===== config.mk =====
export PLATFORM = sky130hd
export DESIGN_NAME = tsrc_record
export DESIGN_NICKNAME = d
export VERILOG_FILES = /design/src/hw/rtl/tsrc_pkg.sv /design/src/hw/rtl/tsrc_record.sv
export SDC_FILE = /design/constraint.sdc
export NUM_CORES = 1
export LEC_CHECK = 0
export ABC_AREA = 1
export BUFFER_PORTS_ARGS = -buffer_cell sky130_fd_sc_hd__buf_4
export CORE_ASPECT_RATIO = 0.5
export CORE_MARGIN = 5
export CORE_UTILIZATION = 32
export CTS_CLUSTER_DIAMETER = 150
export DETAILED_ROUTE_END_ITERATION = 12
export GPL_TIMING_DRIVEN = 0
export PLACE_DENSITY = 0.59
export REMOVE_ABC_BUFFERS = 1
export SLEW_MARGIN = 10
export SYNTH_ARGS = -nofsm -noshare
export SYNTH_HDL_FRONTEND = slang
export SYNTH_SLANG_ARGS = --single-unit

===== constraint.sdc =====
create_clock -name clk -period 2.7 [get_ports clk]
set_input_delay 0.135 -clock clk [delete_from_list [all_inputs] [get_ports clk]]
set_output_delay 0.135 -clock clk [all_outputs]
set_load 0.02 [all_outputs]

===== src/hw/rtl/tsrc_pkg.sv =====
// types, constants and codes shared by the secure tag record checker
`default_nettype none
package tsrc_pkg;

  localparam int unsigned CNT_W = 5;

  localparam logic [CNT_W-1:0] REC_LEN       = CNT_W'(28);
  localparam logic [CNT_W-1:0] SUM_START     = CNT_W'(24);
  localparam logic [CNT_W-1:0] COUNT_MAX     = CNT_W'(31);
  localparam logic [CNT_W-1:0] SERIAL_FIRST  = CNT_W'(1);
  localparam logic [CNT_W-1:0] SERIAL_LAST   = CNT_W'(7);
  localparam logic [CNT_W-1:0] ISSUER_FIRST  = CNT_W'(8);
  localparam logic [CNT_W-1:0] ISSUER_LAST   = CNT_W'(11);
  localparam logic [CNT_W-1:0] ACCOUNT_FIRST = CNT_W'(12);
  localparam logic [CNT_W-1:0] ACCOUNT_LAST  = CNT_W'(19);

  localparam logic [31:0] ISSUER_LIMIT  = 32'd999999;
  localparam logic [63:0] ACCOUNT_LIMIT = 64'd9999999999999999;

  typedef enum logic [2:0] {
    ST_OK       = 3'd0,
    ST_LENGTH   = 3'd1,
    ST_SERIAL   = 3'd2,
    ST_ISSUER   = 3'd3,
    ST_ACCOUNT  = 3'd4,
    ST_CHECKSUM = 3'd5
  } status_t;

  typedef struct packed {
    logic [7:0] data_byte;
    logic       last_byte;
  } item_t;

  typedef struct packed {
    status_t     status;
    logic [19:0] issuer_number;
    logic [53:0] account_number;
  } result_t;

endpackage
`default_nettype wire


===== src/hw/rtl/tsrc_record.sv =====
// per-record state: byte count, serial and checksum flags, number shifters, status decision
`default_nettype none
module tsrc_record (
  input  wire logic                 clk,
  input  wire logic                 rst,
  input  wire logic                 take,
  input  wire tsrc_pkg::item_t      item,
  input  wire logic [55:0]          tag_serial,
  output tsrc_pkg::result_t         result
);
  import tsrc_pkg::*;

  logic [CNT_W-1:0] byte_count, byte_count_next;
  logic             serial_match, serial_match_next;
  logic [31:0]      issuer_shift, issuer_shift_next;
  logic [63:0]      account_shift, account_shift_next;
  logic [7:0]       column_xor [4];
  logic [7:0]       column_xor_next [4];
  logic             checksum_match, checksum_match_next;

  logic [2:0]       serial_sel;
  logic [7:0]       serial_want;
  logic             in_serial, in_sum, serial_ok, checksum_ok, length_ok;
  status_t          status;

  always_comb begin
    serial_sel  = 3'(SERIAL_LAST[2:0] - byte_count[2:0]);
    serial_want = 8'(tag_serial >> {serial_sel, 3'b000});
    in_serial   = (byte_count >= SERIAL_FIRST) && (byte_count <= SERIAL_LAST);
    in_sum      = (byte_count >= SUM_START) && (byte_count < REC_LEN);
    serial_ok   = serial_match && !(in_serial && (serial_want != item.data_byte));
    checksum_ok = checksum_match &&
                  !(in_sum && (column_xor[byte_count[1:0]] != item.data_byte));
    length_ok   = (byte_count == REC_LEN - CNT_W'(1));

    if (!length_ok) begin
      status = ST_LENGTH;
    end else if (!serial_ok) begin
      status = ST_SERIAL;
    end else if (issuer_shift > ISSUER_LIMIT) begin
      status = ST_ISSUER;
    end else if (account_shift > ACCOUNT_LIMIT) begin
      status = ST_ACCOUNT;
    end else if (!checksum_ok) begin
      status = ST_CHECKSUM;
    end else begin
      status = ST_OK;
    end

    result.status         = status;
    result.issuer_number  = (status == ST_OK) ? issuer_shift[19:0] : '0;
    result.account_number = (status == ST_OK) ? account_shift[53:0] : '0;
  end

  always_comb begin
    byte_count_next     = byte_count;
    serial_match_next   = serial_match;
    issuer_shift_next   = issuer_shift;
    account_shift_next  = account_shift;
    column_xor_next     = column_xor;
    checksum_match_next = checksum_match;
    if (take) begin
      if (item.last_byte) begin
        byte_count_next     = '0;
        serial_match_next   = 1'b1;
        issuer_shift_next   = '0;
        account_shift_next  = '0;
        column_xor_next     = '{default: 8'h00};
        checksum_match_next = 1'b1;
      end else begin
        if (byte_count != COUNT_MAX) begin
          byte_count_next = byte_count + CNT_W'(1);
        end
        serial_match_next   = serial_ok;
        checksum_match_next = checksum_ok;
        if ((byte_count >= ISSUER_FIRST) && (byte_count <= ISSUER_LAST)) begin
          issuer_shift_next = {item.data_byte, issuer_shift[31:8]};
        end
        if ((byte_count >= ACCOUNT_FIRST) && (byte_count <= ACCOUNT_LAST)) begin
          account_shift_next = {item.data_byte, account_shift[63:8]};
        end
        if (byte_count < SUM_START) begin
          column_xor_next[byte_count[1:0]] = column_xor[byte_count[1:0]] ^ item.data_byte;
        end
      end
    end
  end

  always_ff @(posedge clk) begin
    if (rst) begin
      byte_count     <= '0;
      serial_match   <= 1'b1;
      issuer_shift   <= '0;
      account_shift  <= '0;
      column_xor     <= '{default: 8'h00};
      checksum_match <= 1'b1;
    end else begin
      byte_count     <= byte_count_next;
      serial_match   <= serial_match_next;
      issuer_shift   <= issuer_shift_next;
      account_shift  <= account_shift_next;
      column_xor     <= column_xor_next;
      checksum_match <= checksum_match_next;
    end
  end

endmodule
`default_nettype wire


==> impl_metrics.py, run 1 <==
metrics = {
    "worst_setup_path": {
        "worst-path-max-fanout": 10,
        "startpoint_type": "flop",
        "r2r_cells": 10,
        "r2r-end": "account_shift[31]",
        "cp_data_required_time_ns": 2.57,
        "path_class": "flop to output pin",
        "critPathCaptureType": "output pin",
        "r2r_start": "byte_count[0]",
        "cp.arrival_ns": 3.06,
        "timing.reg2reg.setup_slack_ns": 0.20,
    },
    "clock_network": {
        "h-tree-depth": 4,
        "cts_buffers": 17,
        "clkSinkCount": 135,
        "clock_latency_ns": 0.42,
        "clock_path_buffers": 2,
        "cts_tree": "done",
        "postCtsHoldBufs": 0,
        "path_clk_slew_ns": 0.06,
        "root_buffer": "clkbuf_16",
    },
    "power": {
        "switching_share_pct": 29.6,
        "power_frac_clock_pct": 41.7,
        "peakVddDrop_mv": 0.340,
        "power_frac_comb_pct": 20.4,
        "leakagePower_uw": 0.00512,
        "p_int_uw": 4070,
        "pwr_density_cell_mw_per_mm2": 519,
        "seqPwrFrac_pct": 37.9,
        "power.total_uw": 5780,
        "p_sw_uw": 1710,
    },
    "placement": {
        "pre_cts_slack_ns": -1.79,
        "place_area_mm2": 0.00874,
        "port-buffer-count": 144,
        "place_congestion": 0.858,
        "placedCellCount": 1475,
        "dp_hpwl_um": 15100,
    },
    "cells_and_area": {
        "antenna_cells": 0,
        "seq_area_mm2": 0.00271,
        "area_delta_synth_final_pct": 47.7,
        "final_cell_mix": "nand2_1 (248), inv_1 (136), a21oi_1 (135)",
        "final.fill_count": 2154,
        "multi_input_area_mm2": 0.00446,
        "final_nets": 1324,
        "finalNonFillerCells": 1571,
        "drive_above_1_share_pct": 29.2,
        "fin_area_mm2": 0.0111,
        "final_common_cell": "nand2_1",
    },
    "outcome": {
        "outcome": "finished, violations left",
        "failed_checks": "setup timing",
    },
    "die": {
        "ios": 145,
        "coreArea_mm2": 0.0230,
        "dieArea_mm2": 0.0269,
        "start_util_pct": 32.8,
        "die_x_um": 227,
        "fp.dieH_um": 119,
        "rows": 39,
    },
    "timing": {
        "finalHoldViolCount": 0,
        "fin_crit_sh_pct": 119,
        "slew_headroom_pct": 28.7,
        "rsz0062_at_grt": "true",
        "worstMarginPinSlew_ns": 1.07,
        "setup_ws_ns": -0.500,
        "period_needed_ns": 3.20,
        "final-setup-viol-count": 75,
        "final_max_slew_viol_count": 0,
        "timing.fmax_mhz": 313,
        "finClkSkew_ns": 0.0108,
    },
    "yosys": {
        "ys_types": 28,
        "ys_ff_latch": 135,
        "synth_warnings": 0,
        "avgSynthCellArea_um2": 6.92,
        "syn_inst": 1089,
        "synth_area_mm2": 0.00754,
        "synth_seq_area_share_pct": 35.8,
    },
    "worst_hold_path": {
        "hold_start": "item[3]",
        "min_to": "issuer_shift[26]",
        "hold_depth": 3,
        "holdCritPathClass": "input port to flop",
    },
    "route": {
        "wire_per_inst_um": 16.1,
        "antenna_left": 0,
        "route.detailed.drc": 0,
        "wl_um": 25400,
        "via_per_inst": 5.03,
        "dr.pass1.iters": 5,
        "drt_iter0_markers": 625,
        "vias": 7898,
    },
    "flow_run": {
        "drv_cap": 0,
    },
    "global_route": {
        "grt_pass1_vias": 7551,
        "grt_max_degree": 121,
        "gr-total-overflow": 0,
        "grt_pass1_wl_um": 39500,
        "grt.total_usage_pct": 18.1,
        "antenna_found_initial": 0,
    },
}
-- critical path, stage by stage, from the launching register on --
cell	delay, ns
dfxtp_4	0.39
buf_12	0.16
buf_12	0.12
inv_12	0.04
nand2_1	0.06
nand3_1	0.10
nand2_1	0.09
nand2_1	0.05
nand2_1	0.09
nand2_1	0.07
nor2_1	0.12
nand2_2	0.08
nand2_2	0.08
nand2_2	0.06
nor2_2	0.12
nand4_1	0.15
buf_6	0.19
buf_12	0.15
buf_16	0.14
nor3_2	0.18
buf_4	0.17
-- final cells by class --
type                       count  share of cell area, %
timing repair inverter         5                  0.427
sequential                   135                   24.4
inverter                     145                   5.35
multi-input combinational    738                   40.1
clock buffer                  21                   4.13
clock inverter                11                   1.31
timing repair buffer         209                   20.9
tap                          307                   3.45
-- repair_timing --
action,CTS,global route
pin swaps,22,54
setup buffers,35,10
resized for setup,108,127
cloned,17,8
endpoints found under the setup margin,191,149
-- worst max-delay path by stage --
stage,from,to,slack (ns)
after floorplan,byte_count[0],result[53],-3.97
after global placement,byte_count[0],result[63],-5.97
after detailed placement,byte_count[1],result[53],-1.79
after CTS,byte_count[0],result[33],-0.45
after global routing,byte_count[0],result[39],-0.66
final,byte_count[0],result[27],-0.50
-- cells in the mapped netlist --
library cell | number | area (um2)
nor2_4 | 1 | 11.3
nor3_2 | 61 | 611
nor3_1 | 22 | 110
clkbuf_1 | 37 | 139
dfxtp_1 | 135 | 2700
a21oi_1 | 135 | 676
a31oi_1 | 3 | 18.8
buf_4 | 3 | 22.5
inv_1 | 142 | 533
a2111oi_0 | 1 | 8.76
nand4_1 | 6 | 37.5
and2_1 | 1 | 6.26
o211ai_1 | 6 | 45.0
o21ai_0 | 28 | 140
nor4_1 | 6 | 37.5
inv_2 | 3 | 11.3
ha_1 | 5 | 62.6
nand2_1 | 271 | 1020
o21bai_1 | 1 | 7.51
nor2_2 | 1 | 6.26
o21ai_1 | 3 | 15.0
or2_2 | 1 | 6.26
nor2_1 | 46 | 173
nand3_1 | 60 | 300
buf_2 | 19 | 95.1
nor3b_1 | 1 | 7.51
buf_6 | 15 | 169
a211oi_1 | 76 | 571
-- sequential cells by signal, indices dropped and copies added (netlist names) --
register / cells
account_shift: 64
byte_count: 5
checksum_match: 1
column_xor: 32
issuer_shift: 32
serial_match: 1
-- through the flow --
stage / hold slack, ns / utilization, % / setup TNS, ns
floorplan: 0.204 / - / -348.85
global placement: 0.447 / 37.3 / -676.18
detailed placement: 0.450 / 38.0 / -207.85
global route: 0.0800 / 48.5 / -43.81
CTS: 0.0486 / 45.5 / -28.94
finish: 0.0706 / 48.5 / -31.75
-- metal layers --
metal | GRT usage, % | wire, um | vias to the layer above
li1 | - | - | 3954
met1 | 25.3 | 11800 | 3731
met2 | 29.2 | 12000 | 186
met3 | 2.75 | 1260 | 27
met4 | 5.11 | 342 | 0
met5 | 0 | 0 | -
-- power groups by stage --
stage	Clock, uW	Combinational (uW)	Sequential (uW)
final	2410	1180	2190
after global routing	2530	1290	2210
after CTS	2440	1080	2190
after detailed placement	0	841	2240
after global placement	0	791	2250
after floorplan	0	533	2230
-- kinds of logic (layout without fill, tap and decap cells) --
logic type	Yosys count	after routing	share of synthesized area [%]
buf+inv	219	391	12.9
compound gates	253	253	19.6
simple gates	477	480	30.8
flops	135	135	35.8
fa+ha+maj	5	5	0.830
Power figures use the tool's default switching activity.
==> inputs of run 2 (changes only) <==
- PLACE_DENSITY: 0.59 -> unset
- SETUP_SLACK_MARGIN: unset -> 0.4
==> impl_metrics.py, run 2 (synthesis results as in run 1) <==
metrics = {
    "outcome": {
        "outcome": "finished, violations left",
        "failed_checks": "setup timing",
    },
    "worst_setup_path": {
        "r2r_cells": 11,
        "path_depth": 22,
        "critPathCaptureType": "output pin",
        "worst-path-max-fanout": 6,
        "slowest_stage": "dfxtp_4",
        "worst-path-buf-inv": 9,
        "cp.arrival_ns": 3.06,
        "path_class": "flop to output pin",
        "crit_path_cell_trace": "buf_6, nor3_4, buf_6, nand2_1, nand2_1, inv_1, nand2_1, nand2_1, nand2_1, inv_1, nand2_1, nor2_1, nand2_1, nand2_2, buf_4, nand3_4, nand2_8, buf_12, buf_4, buf_4, nor3_4, buf_6",
        "crit_family": "buffers and inverters",
        "critPathMostFrequentCell": "nand2_1",
        "startpoint_type": "flop",
        "slowest_delay_ns": 0.39,
        "cp_data_required_time_ns": 2.57,
    },
    "clock_network": {
        "root_buffer": "clkbuf_16",
        "clkSinkCount": 135,
        "postCtsHoldBufs": 0,
        "h-tree-depth": 4,
        "cts_buffers": 17,
        "path_clk_slew_ns": 0.06,
        "clock_latency_ns": 0.42,
        "cts_tree": "done",
        "clock_path_buffers": 2,
    },
    "cells_and_area": {
        "final_nets": 1347,
        "final_util_pct": 50.0,
        "antenna_cells": 0,
        "regMostFlops": "account_shift",
        "largestRegisters": "account_shift: 64 flops, column_xor: 32 flops, issuer_shift: 32 flops",
        "area_delta_synth_final_pct": 52.4,
        "drive_above_1_share_pct": 30.2,
        "seq_area_mm2": 0.00271,
        "final.fill_count": 2119,
        "multi_input_area_mm2": 0.00454,
        "final_cell_mix": "nand2_1 (260), inv_1 (140), a21oi_1 (134)",
        "final_common_cell": "nand2_1",
        "largest_reg_flops": 64,
    },
    "die": {
        "fp.dieH_um": 119,
        "dieArea_mm2": 0.0269,
        "start_util_pct": 32.8,
        "coreArea_mm2": 0.0230,
        "die_x_um": 227,
        "rows": 39,
        "ios": 145,
    },
    "power": {
        "peakVddDrop_mv": 0.357,
        "leakagePower_uw": 0.00535,
        "pwr_density_cell_mw_per_mm2": 501,
    },
    "global_route": {
        "gr-total-overflow": 0,
        "grt_pass1_vias": 7788,
        "grt_pass1_wl_um": 41600,
        "antenna_found_initial": 0,
        "grt.total_usage_pct": 19.0,
        "grt_max_degree": 121,
    },
    "worst_hold_path": {
        "holdCritPathClass": "input port to flop",
        "hold_depth": 3,
    },
    "placement": {
        "dp_hpwl_um": 15100,
        "port-buffer-count": 144,
        "place_congestion": 0.869,
    },
    "route": {
        "dr.pass1.iters": 5,
        "wl_um": 27600,
        "route.detailed.drc": 0,
        "antenna_left": 0,
        "wire_per_inst_um": 17.3,
        "vias": 8253,
        "via_per_inst": 5.18,
        "drt_iter0_markers": 675,
    },
    "timing": {
        "final-setup-viol-count": 75,
        "final_max_slew_viol_count": 0,
        "rsz0062_at_grt": "true",
        "slew_headroom_pct": 33.2,
        "holdWs_ns": 0.0682,
        "setup_ws_ns": -0.493,
        "finClkSkew_ns": 0.0141,
        "timing.fmax_mhz": 313,
        "worstMarginPinSlew_ns": 1.00,
        "fin_crit_sh_pct": 118,
        "finalHoldViolCount": 0,
        "period_needed_ns": 3.19,
    },
    "flow_run": {
        "drv_cap": 0,
    },
}
==> run 2: cell types whose count changed in the layout (fill, tap and decap cells not counted), moves of 5 or more <==
| cell | previous run | this run |
|---|---|---|
| buf_4 | 108 | 116 |
| buf_16 | 6 | 14 |
| a211oi_2 | 0 | 6 |
| nand2_1 | 248 | 260 |
| inv_6 | 3 | 10 |
| nand2_2 | 20 | 9 |
| a211oi_1 | 76 | 70 |
| nor3_4 | 55 | 63 |
| nor2_1 | 44 | 39 |
| nor3_2 | 20 | 11 |
==> run 2: final cells by class <==
class                      instances  share of cell area (%)
inverter                         145                    5.01
timing repair inverter             9                   0.697
clock buffer                      18                    3.82
sequential                       135                    23.6
tap                              307                    3.34
clock inverter                    14                    1.20
multi-input combinational        739                    39.5
timing repair buffer             227                    22.8
==> run 2: where the power goes <==
group          internal [uW]  switching, uW
Sequential              2110           81.1
Clock                   1310            979
Combinational            501            773
==> run 2: repair_timing <==
action                                  4_1_cts  5_1_grt
endpoints found under the setup margin      212      141
pin swaps                                    45       43
gates resized for setup                     138      109
setup buffers                                35       19
gates cloned                                 24        8
==> run 2: layer usage <==
metal	track usage [%]	share of wire [%]
met1	26.0	44
met2	30.3	48
met3	4.31	5.4
met4	5.08	1.9
met5	0	0
==> run 2: worst reg2reg max path: cells and delay by family, from the launching register on <==
family                     cells  cell delay (ns)
AOI/OAI and AO/OA              3             0.47
adders and majority gates      1             0.24
buffers and inverters          4             0.70
DFF                            1             0.35
and+or+nand+nor                3             0.43
==> run 2: path summary, 6_finish.rpt <==
check / startpoint / to / slack, ns
max reg2reg: byte_count[0] / account_shift[34] / 0.40
min: item[8] / issuer_shift[31] / 0.07
min reg2reg: column_xor[1] / column_xor[1] / 0.46
max: byte_count[1] / result[56] / -0.49
==> run 2: metrics by stage <==
step                std cells  setup slack, ns  area, um2  total power, uW  TNS [ns]
floorplan                1015            -3.97       7110             2760   -348.85
CTS                      1567           -0.512      10700             5620    -32.55
finish                   1594           -0.493      11500             5760    -29.04
detailed placement       1476            -1.64       8770             3090   -184.29
global route             1594           -0.662      11500             6000    -43.15
global placement         1466            -6.01       8580             3040   -682.46
==> inputs of run 3 (changes only) <==
- REMOVE_ABC_BUFFERS: 1 -> unset
==> impl_metrics.py, run 3 (synthesis results as in run 1) <==
metrics = {
    "die": {
        "coreArea_mm2": 0.0230,
        "dieArea_mm2": 0.0269,
        "rows": 39,
        "start_util_pct": 32.8,
        "die_x_um": 227,
        "fp.dieH_um": 119,
        "ios": 145,
    },
    "cells_and_area": {
        "final_util_pct": 54.8,
        "final_common_cell": "nand2_1",
        "area_delta_synth_final_pct": 66.9,
        "final_cell_mix": "nand2_1 (240), inv_1 (139), buf_4 (135)",
        "drive_above_1_share_pct": 39.1,
        "final_nets": 1423,
        "fin_area_mm2": 0.0126,
        "largest_reg_flops": 64,
        "regMostFlops": "account_shift",
        "antenna_cells": 0,
        "largestRegisters": "account_shift: 64 flops, column_xor: 32 flops, issuer_shift: 32 flops",
        "final.fill_count": 2032,
    },
    "power": {
        "leakagePower_uw": 0.00594,
        "power.total_uw": 6180,
        "peakVddDrop_mv": 0.346,
        "pwr_density_cell_mw_per_mm2": 491,
    },
    "worst_setup_path": {
        "slowest_stage": "dfxtp_2",
        "slowest_delay_ns": 0.36,
        "crit_family": "simple AND/OR/NAND/NOR gates",
        "cp.arrival_ns": 3.08,
        "worst-path-max-fanout": 5,
        "r2r_start": "byte_count[0]",
        "r2r_cells": 25,
        "crit_path_cell_trace": "buf_6, inv_6, buf_12, buf_6, nand2_2, nand3_2, nand2_1, nand2_1, nand2_2, nand2_2, nor2_1, nand2_1, nand2_2, nand2_2, nor2_2, nand4_1, buf_6, clkbuf_16, buf_16, nor3_4, buf_6",
        "r2r-end": "column_xor[27]",
        "timing.reg2reg.setup_slack_ns": -0.49,
        "critPathCaptureType": "output pin",
        "worst-path-buf-inv": 8,
        "startpoint_type": "flop",
        "critPathMostFrequentCell": "nand2_2",
        "path_class": "flop to output pin",
        "cp_data_required_time_ns": 2.57,
    },
    "timing": {
        "worstMarginPinSlew_ns": 0.878,
        "setup_ws_ns": -0.517,
        "final_max_slew_viol_count": 0,
        "rsz0062_at_grt": "true",
        "slew_headroom_pct": 41.5,
        "finalHoldViolCount": 0,
        "finClkSkew_ns": 0.0118,
        "final-setup-viol-count": 87,
        "timing.fmax_mhz": 311,
        "fin_crit_sh_pct": 119,
        "period_needed_ns": 3.22,
    },
    "route": {
        "dr.pass1.iters": 5,
        "vias": 8576,
        "wl_um": 27800,
        "route.detailed.drc": 0,
        "wire_per_inst_um": 16.7,
        "antenna_left": 0,
        "drt_iter0_markers": 533,
        "via_per_inst": 5.14,
    },
    "global_route": {
        "grt_pass1_wl_um": 42300,
        "grtUsageMet1_pct": 25.8,
        "grt_max_degree": 17,
        "gr-total-overflow": 0,
        "grt_pass1_vias": 8143,
        "grt.total_usage_pct": 19.3,
        "antenna_found_initial": 0,
        "busiest_layer": "met2",
        "met3_usage_pct": 4.33,
        "gr-usage-met2_pct": 31.4,
    },
    "clock_network": {
        "cts_tree": "done",
        "h-tree-depth": 4,
        "clock_path_buffers": 2,
        "path_clk_slew_ns": 0.07,
        "cts_buffers": 17,
        "clkSinkCount": 135,
        "clock_latency_ns": 0.43,
        "root_buffer": "clkbuf_16",
    },
    "worst_hold_path": {
        "hold_start": "item[8]",
        "holdCritPathClass": "input port to flop",
        "hold_depth": 3,
        "min_to": "account_shift[63]",
    },
    "placement": {
        "place_congestion": 0.887,
        "dp_hpwl_um": 18400,
        "place_area_mm2": 0.00943,
        "port-buffer-count": 144,
    },
    "yosys": {
        "synth_nets": 1162,
    },
    "flow_run": {
        "drv_cap": 0,
    },
    "outcome": {
        "failed_checks": "setup timing",
        "outcome": "finished, violations left",
    },
}
## run 3: through the flow
stage,std cells,worst slack (ns),hold slack (ns),setup TNS [ns]
after global placement,1540,-0.367,0.444,-19.91
after global routing,1670,-0.656,0.0741,-51.89
after floorplan,1089,0.317,0.290,0
final,1670,-0.517,0.0621,-41.03
after CTS,1637,-0.446,0.0482,-33.98
after detailed placement,1541,-0.311,0.445,-16.24
## run 3: worst reg2reg max path: stages, from the launching register on
cell	delay (ns)
dfxtp_2	0.36
buf_6	0.13
inv_6	0.04
buf_12	0.14
buf_6	0.13
nand2_2	0.06
nand3_2	0.07
nand3_1	0.10
nand2_2	0.07
buf_4	0.13
buf_4	0.12
buf_4	0.12
buf_4	0.12
buf_4	0.12
buf_4	0.12
buf_4	0.12
buf_4	0.13
buf_4	0.12
buf_4	0.12
buf_4	0.12
buf_4	0.12
buf_4	0.12
buf_4	0.12
inv_1	0.11
nand2_1	0.07
a21oi_1	0.14
## run 3: metal layers
layer  part of all wire (%)  routed length, um  vias to the layer above
li1                       -                  -                     4147
met1                     44              12100                     4081
met2                     48              13400                      301
met3                    6.5               1820                       47
met4                    1.8                500                        0
met5                      0                  0                        -
## run 3: how the worst max path moves through the flow
stage	to	slack (ns)	cells past startpoint	startpoint
6_report	result[2]	-0.52	21	byte_count[0]
3_5_place_dp	result[71]	-0.31	20	byte_count[0]
3_3_place_gp	result[71]	-0.37	18	byte_count[0]
5_1_grt	result[34]	-0.66	23	byte_count[0]
2_1_floorplan	result[56]	0.32	18	byte_count[0]
4_1_cts	result[71]	-0.45	21	byte_count[0]
## run 3: layout make-up
type | instances | area (um2) | area share, %
well taps | 307 | 384 | 3.05
plain buffers | 74 | 833 | 6.62
inverters | 145 | 567 | 4.50
repair inverters | 1 | 7.51 | 0.0597
flip-flops and latches | 135 | 2710 | 21.5
clock inverters | 10 | 144 | 1.14
multi-input cells | 735 | 4980 | 39.6
clock buffers | 22 | 474 | 3.77
repair buffers | 241 | 2480 | 19.7
## run 3: power by group
| part | switching [uW] | leakage (uW) | internal [uW] |
|---|---|---|---|
| clock network | 922 | 0.000293 | 1530 |
| registers | 89.2 | 0.00111 | 2120 |
| logic | 859 | 0.00454 | 661 |
## run 3: what timing repair did
item / CTS / global route
pin swaps: 41 / 64
endpoints found under the hold margin: 2 / 0
endpoints found under the setup margin: 165 / 180
buffers inserted: 57 / 16
resized for setup: 163 / 261
gates cloned: 6 / 17
hold buffers: 1 / 0
